===== config.mk =====
export PLATFORM = sky130hd
export DESIGN_NAME = wbf_scan
export DESIGN_NICKNAME = d
export VERILOG_FILES = /design/src/rtl/core/wbf_pkg.sv /design/src/rtl/core/wbf_scan.sv
export SDC_FILE = /design/constraint.sdc
export NUM_CORES = 1
export LEC_CHECK = 0
export CAP_MARGIN = 10
export CORE_MARGIN = 1.5
export CORE_UTILIZATION = 45
export CTS_CLUSTER_DIAMETER = 200
export DETAILED_ROUTE_END_ITERATION = 10
export DONT_BUFFER_PORTS = 1
export PLACE_DENSITY = 0.64
export SKIP_LAST_GASP = 1
export SYNTH_ARGS = -nofsm -noshare
export SYNTH_HDL_FRONTEND = slang
export SYNTH_SLANG_ARGS = --single-unit

===== constraint.sdc =====
create_clock -name clk_i -period 3.9 [get_ports clk_i]
set_input_delay 0.195 -clock clk_i [delete_from_list [all_inputs] [get_ports clk_i]]
set_output_delay 0.195 -clock clk_i [all_outputs]
set_load 0.03 [all_outputs]

===== src/rtl/core/wbf_pkg.sv =====
package wbf_pkg;

  // Width of every internal index, length and scan result.
  localparam int IDX_W = 14;

  // Default depth of the byte store.
  localparam int STORE_DEPTH_DEF = 4096;

  // Below this length the previous-word-start query always answers zero.
  localparam int SHORT_LEN = 3;

  // Operation codes.
  localparam logic [3:0] OP_WRITE       = 4'd0;
  localparam logic [3:0] OP_PREV_START  = 4'd1;
  localparam logic [3:0] OP_NEXT_START  = 4'd2;
  localparam logic [3:0] OP_BEFORE_NEXT = 4'd3;
  localparam logic [3:0] OP_LEFT_SEL    = 4'd4;
  localparam logic [3:0] OP_RIGHT_SEL   = 4'd5;
  localparam logic [3:0] OP_SECTION     = 4'd6;

  // Character class codes; the spare code behaves like CLS_ANY, so every byte
  // is a word byte under both.
  localparam logic [1:0] CLS_PRINT = 2'd0;
  localparam logic [1:0] CLS_ALNUM = 2'd1;
  localparam logic [1:0] CLS_ANY   = 2'd2;
  localparam logic [1:0] CLS_SPARE = 2'd3;

  // Launch command for the scan unit.
  typedef struct packed {
    logic             go_left;   // scan toward index 0
    logic             target;    // word-byte value that ends the scan
    logic             need_arm;  // the opposite kind must be seen first
    logic             skip;      // right scans begin one past the origin
    logic [IDX_W-1:0] origin;
    logic [1:0]       cls;
  } scan_cmd_t;

  // Classifies one byte as a word byte under the given class.
  function automatic logic word_byte(input logic [7:0] b, input logic [1:0] cls);
    logic res;
    case (cls)
      CLS_PRINT: res = (b >= 8'h20) && (b <= 8'h7E);
      CLS_ALNUM: res = ((b >= 8'h30) && (b <= 8'h39)) ||
                       ((b >= 8'h41) && (b <= 8'h5A)) ||
                       ((b >= 8'h61) && (b <= 8'h7A));
      default:   res = 1'b1;
    endcase
    return res;
  endfunction

endpackage


===== src/rtl/core/wbf_scan.sv =====
module wbf_scan (
  input  logic                      clk_i,
  input  logic                      rst_ni,
  input  logic                      go_i,
  input  wbf_pkg::scan_cmd_t        cmd_i,
  input  logic [wbf_pkg::IDX_W-1:0] len_i,
  output logic                      rd_en_o,
  output logic [wbf_pkg::IDX_W-1:0] rd_idx_o,
  input  logic [7:0]                rd_data_i,
  output logic                      done_o,
  output logic [wbf_pkg::IDX_W-1:0] result_o
);

  import wbf_pkg::*;

  // Issue stage: the next index to read.
  logic             issuing_q, issuing_d;
  logic [IDX_W-1:0] ic_q, ic_d;
  // Check stage: the index whose byte arrives from the store this cycle.
  logic             cv_q, cv_d;
  logic             last_q, last_d;
  logic [IDX_W-1:0] ci_q, ci_d;
  // Scan setup held for the whole scan.
  logic             left_q, left_d;
  logic             target_q, target_d;
  logic             armed_q, armed_d;
  logic [1:0]       cls_q, cls_d;
  // Registered result.
  logic             done_q, done_d;
  logic [IDX_W-1:0] res_q, res_d;

  logic             w;
  logic             hit;
  logic [IDX_W-1:0] first_idx;
  logic             empty;

  assign w   = word_byte(rd_data_i, cls_q);
  assign hit = cv_q && armed_q && (w == target_q);

  // First index and the case of nothing to scan.
  always_comb begin
    if (cmd_i.go_left) begin
      first_idx = cmd_i.origin - IDX_W'(1);
      empty     = (cmd_i.origin == '0);
    end else begin
      first_idx = cmd_i.origin + IDX_W'(cmd_i.skip);
      empty     = (first_idx >= len_i);
    end
  end

  // Two-stage scan: one byte read and one byte checked in every cycle.
  always_comb begin
    issuing_d = issuing_q;
    ic_d      = ic_q;
    cv_d      = 1'b0;
    last_d    = last_q;
    ci_d      = ci_q;
    left_d    = left_q;
    target_d  = target_q;
    armed_d   = armed_q;
    cls_d     = cls_q;
    done_d    = 1'b0;
    res_d     = res_q;
    if (go_i) begin
      left_d   = cmd_i.go_left;
      target_d = cmd_i.target;
      armed_d  = !cmd_i.need_arm;
      cls_d    = cmd_i.cls;
      ic_d     = first_idx;
      if (empty) begin
        issuing_d = 1'b0;
        done_d    = 1'b1;
        res_d     = cmd_i.go_left ? '0 : len_i;
      end else begin
        issuing_d = 1'b1;
      end
    end else begin
      if (cv_q) begin
        if (hit) begin
          done_d    = 1'b1;
          res_d     = left_q ? ci_q + IDX_W'(1) : ci_q;
          issuing_d = 1'b0;
        end else begin
          armed_d = armed_q | (w != target_q);
          if (last_q) begin
            done_d = 1'b1;
            res_d  = left_q ? '0 : len_i;
          end
        end
      end
      if (issuing_q && !hit) begin
        cv_d      = 1'b1;
        ci_d      = ic_q;
        last_d    = left_q ? (ic_q == '0) : (ic_q == len_i - IDX_W'(1));
        ic_d      = left_q ? ic_q - IDX_W'(1) : ic_q + IDX_W'(1);
        issuing_d = !last_d;
      end
    end
  end

  always_ff @(posedge clk_i or negedge rst_ni) begin
    if (!rst_ni) begin
      issuing_q <= 1'b0;
      cv_q      <= 1'b0;
      done_q    <= 1'b0;
    end else begin
      issuing_q <= issuing_d;
      cv_q      <= cv_d;
      done_q    <= done_d;
    end
  end

  always_ff @(posedge clk_i) begin
    ic_q     <= ic_d;
    last_q   <= last_d;
    ci_q     <= ci_d;
    left_q   <= left_d;
    target_q <= target_d;
    armed_q  <= armed_d;
    cls_q    <= cls_d;
    res_q    <= res_d;
  end

  assign rd_en_o  = issuing_q;
  assign rd_idx_o = ic_q;
  assign done_o   = done_q;
  assign result_o = res_q;

endmodule


==> results.yml <==
outcome:
  status: "completed"
clocking:
  clock_sinks: 51
  path_clk_slew_ns: 0.09
  cts_buffer_depth: 2
  clk_latency_ns: 0.31
  htreeDepth: 2
  cts_buffers: 5
  cts_tree: "done"
  cts-root-buf: "clkbuf_8"
pwr:
  peakVddDrop_mv: 0.305
  p_leak_nw: 1.73
  p_per_area_mw_per_mm2: 426
worst_setup_path:
  reg2regPathDepth: 7
  crit_fanout: 14
  startpoint_type: "primary input"
  path_cells: "ha_1 > nand2_1 > nor4_1 > nand3_1 > xnor2_1 > ha_1 > nand2_1 > nor4b_1 > or3_1 > o32ai_1 > a211oi_2 > buf_4"
  r2r-start: "rd_idx_o[2]"
  end_kind: "flip-flop"
  required_ns: 3.92
  critPathSlowestCell: "nor4_1"
  endpoint: "result_o[4]"
  critical-path-max-stage-delay_ns: 0.64
  reg2reg_to: "rd_idx_o[12]"
  cp_data_arrival_time_ns: 2.88
  rrSetupSlack_ns: 1.13
  critPathKind: "primary input to flip-flop"
  cp-startpoint: "cmd_i[2]"
floorplan:
  die_area_mm2: 0.0106
  die_w_um: 103
  core_region_area_mm2: 0.00973
  initial_utilization_pct: 46.1
  chipHeight_um: 103
  io_pins: 75
  fp-row-count: 36
final_layout:
  fillers: 978
  final_cell_mix: "edfxtp_1 (48), nand2_1 (47), xnor2_1 (32)"
  area_delta_synth_final_pct: 5.83
  diodes: 0
  seqCellArea_mm2: 0.00152
  drive_gt1_share_pct: 4.88
  multi_input_area_mm2: 0.00278
  mostFrequentLayoutCell: "edfxtp_1"
  layout.nets: 568
  post-route-util_pct: 48.8
  fin_area_mm2: 0.00475
  stdcell_count: 625
drt:
  routedWlPerCell_um: 19.1
  drtIter0Drc: 155
  ant_nets: 0
  drc: 0
  first_pass_iters: 4
  num_vias: 3831
  via_per_inst: 6.13
  drt_wl_total_mm: 11.9
timing:
  period_share_pct: 73.4
  fmax_mhz: 350
  setup_violations: 0
  finClkSkew_ns: 0.0117
  period_minus_slack_ns: 2.86
  rsz0062_at_grt: "false"
  relSlewSlack_pct: 33.6
  tns_ns: 0
  hold_viol: 0
  slew_viol_final: 0
  worst_pin_slew_ns: 0.987
synth:
  synth_top_family_by_area: "simple AND/OR/NAND/NOR gates"
  synthSimpleGateAreaFrac_pct: 21.5
  ys_types: 63
  synth-xor-area-share_pct: 12.1
  yosysWarnings: 0
  syn_inst: 496
  synth-compound-area-share_pct: 18.2
  synth_fp_nets: 573
  ys_ff_latch: 51
  synth_edf_count: 48
  synthMuxAreaShare_pct: 0.921
  ys.flop_type: "edfxtp_1"
  synthAdderAreaFrac_pct: 9.10
  async_flop_share_pct: 5.88
  avgSynthCellArea_um2: 9.04
  synthesis.area_mm2: 0.00448
  ys_seq_area_share_pct: 33.8
grt:
  grt_use_total_pct: 23.4
  grt_max_degree: 40
  grt_pass1_wl_mm: 18.9
  overflow: 0
  first_global_vias: 3582
  antenna_found_initial: 0
worst_hold_path:
  hp-class: "primary input to flip-flop"
place:
  dpl_cell_area_mm2: 0.00460
  place_hpwl_mm: 9.22
  port_buffers: 0
  routabilityCongestion: 0.884
  dp_cells: 611
flow_run:
  max_cap_viol_count: 0
-- final cells by class --
type,count,area share (%)
clock inverter,2,0.290
inverter,29,2.29
multi-input combinational,394,58.5
tap,133,3.51
clock buffer,6,1.53
sequential,51,32.0
timing repair buffer,10,1.90
-- what timing repair did --
action                    in CTS  in global routing
gates resized for setup        0                  0
hold buffers                   6                  0
hold endpoints to repair      11                  0
setup buffers                  0                  0
-- sequential cells by signal, indices dropped and copies added, names as in the netlist --
name / cells
last_q: 1
target_q: 1
armed_q: 1
left_q: 1
rd_idx_o: 14
rd_en_o: 1
ci_q: 14
done_o: 1
result_o: 14
cls_q: 2
cv_q: 1
-- cell usage after synthesis, drive strengths merged (10+ instances only) --
cell	n	area (µm²)
nor4	15	109
nand2	47	176
xor2	30	263
inv	29	109
clkbuf	19	71.3
nand3	19	95.1
ha	31	388
nor3	10	61.3
a21oi	17	88.8
o21ai	30	150
a2bb2oi	11	96.3
edfxtp	48	1440
or3	11	73.8
nor2	27	101
xnor2	32	280
-- where the power goes --
part / internal, mW / switching, mW / total, mW / leakage (nW)
Combinational: 0.324 / 0.378 / 0.702 / 1.18
Sequential: 0.738 / 0.281 / 1.02 / 0.506
Clock: 0.127 / 0.174 / 0.301 / 0.0452
-- worst min-delay path by stage --
stage	end	depth (start not counted)	start	slack [ns]
2_1_floorplan	cv_q	0	rst_ni	-0.10
3_3_place_gp	done_o	0	rst_ni	-0.10
3_5_place_dp	done_o	0	rst_ni	-0.10
4_1_cts	result_o[9]	2	len_i[9]	0.07
5_1_grt	result_o[3]	2	len_i[3]	0.06
6_report	result_o[9]	2	len_i[9]	0.07
-- cells by family after synthesis --
logic type | after synthesis
compound gates | 119
mux | 4
fa+ha+maj | 32
xor+xnor | 62
simple gates | 177
buf+inv | 51
flops | 51
-- critical path, delay by kind of cell --
family | cells | cell delay, ns
AOI/OAI and AO/OA | 2 | 0.33
xor gates and xnor gates | 1 | 0.17
adders and majority gates | 2 | 0.50
buffers and inverters | 1 | 0.26
and+or+nand+nor | 6 | 1.42
-- metal layers --
| metal | up-vias | part of all wire (%) | GRT usage [%] |
|---|---|---|---|
| li1 | 1849 | - | - |
| met1 | 1842 | 42 | 30.8 |
| met2 | 118 | 48 | 38.6 |
| met3 | 22 | 7.2 | 4.61 |
| met4 | 0 | 2.6 | 8.21 |
| met5 | - | 0 | 0 |
-- stage by stage --
stage                     hold slack, ns  power [mW]  setup slack (ns)
after global placement            -0.101        1.70             0.839
final                             0.0710        2.02              1.04
after global routing              0.0640        2.16             0.844
after floorplan                   -0.101        1.55             0.106
after detailed placement          -0.101        1.72             0.733
after CTS                         0.0691        2.03              1.07
Note: power is estimated with default switching activity, not from simulation.
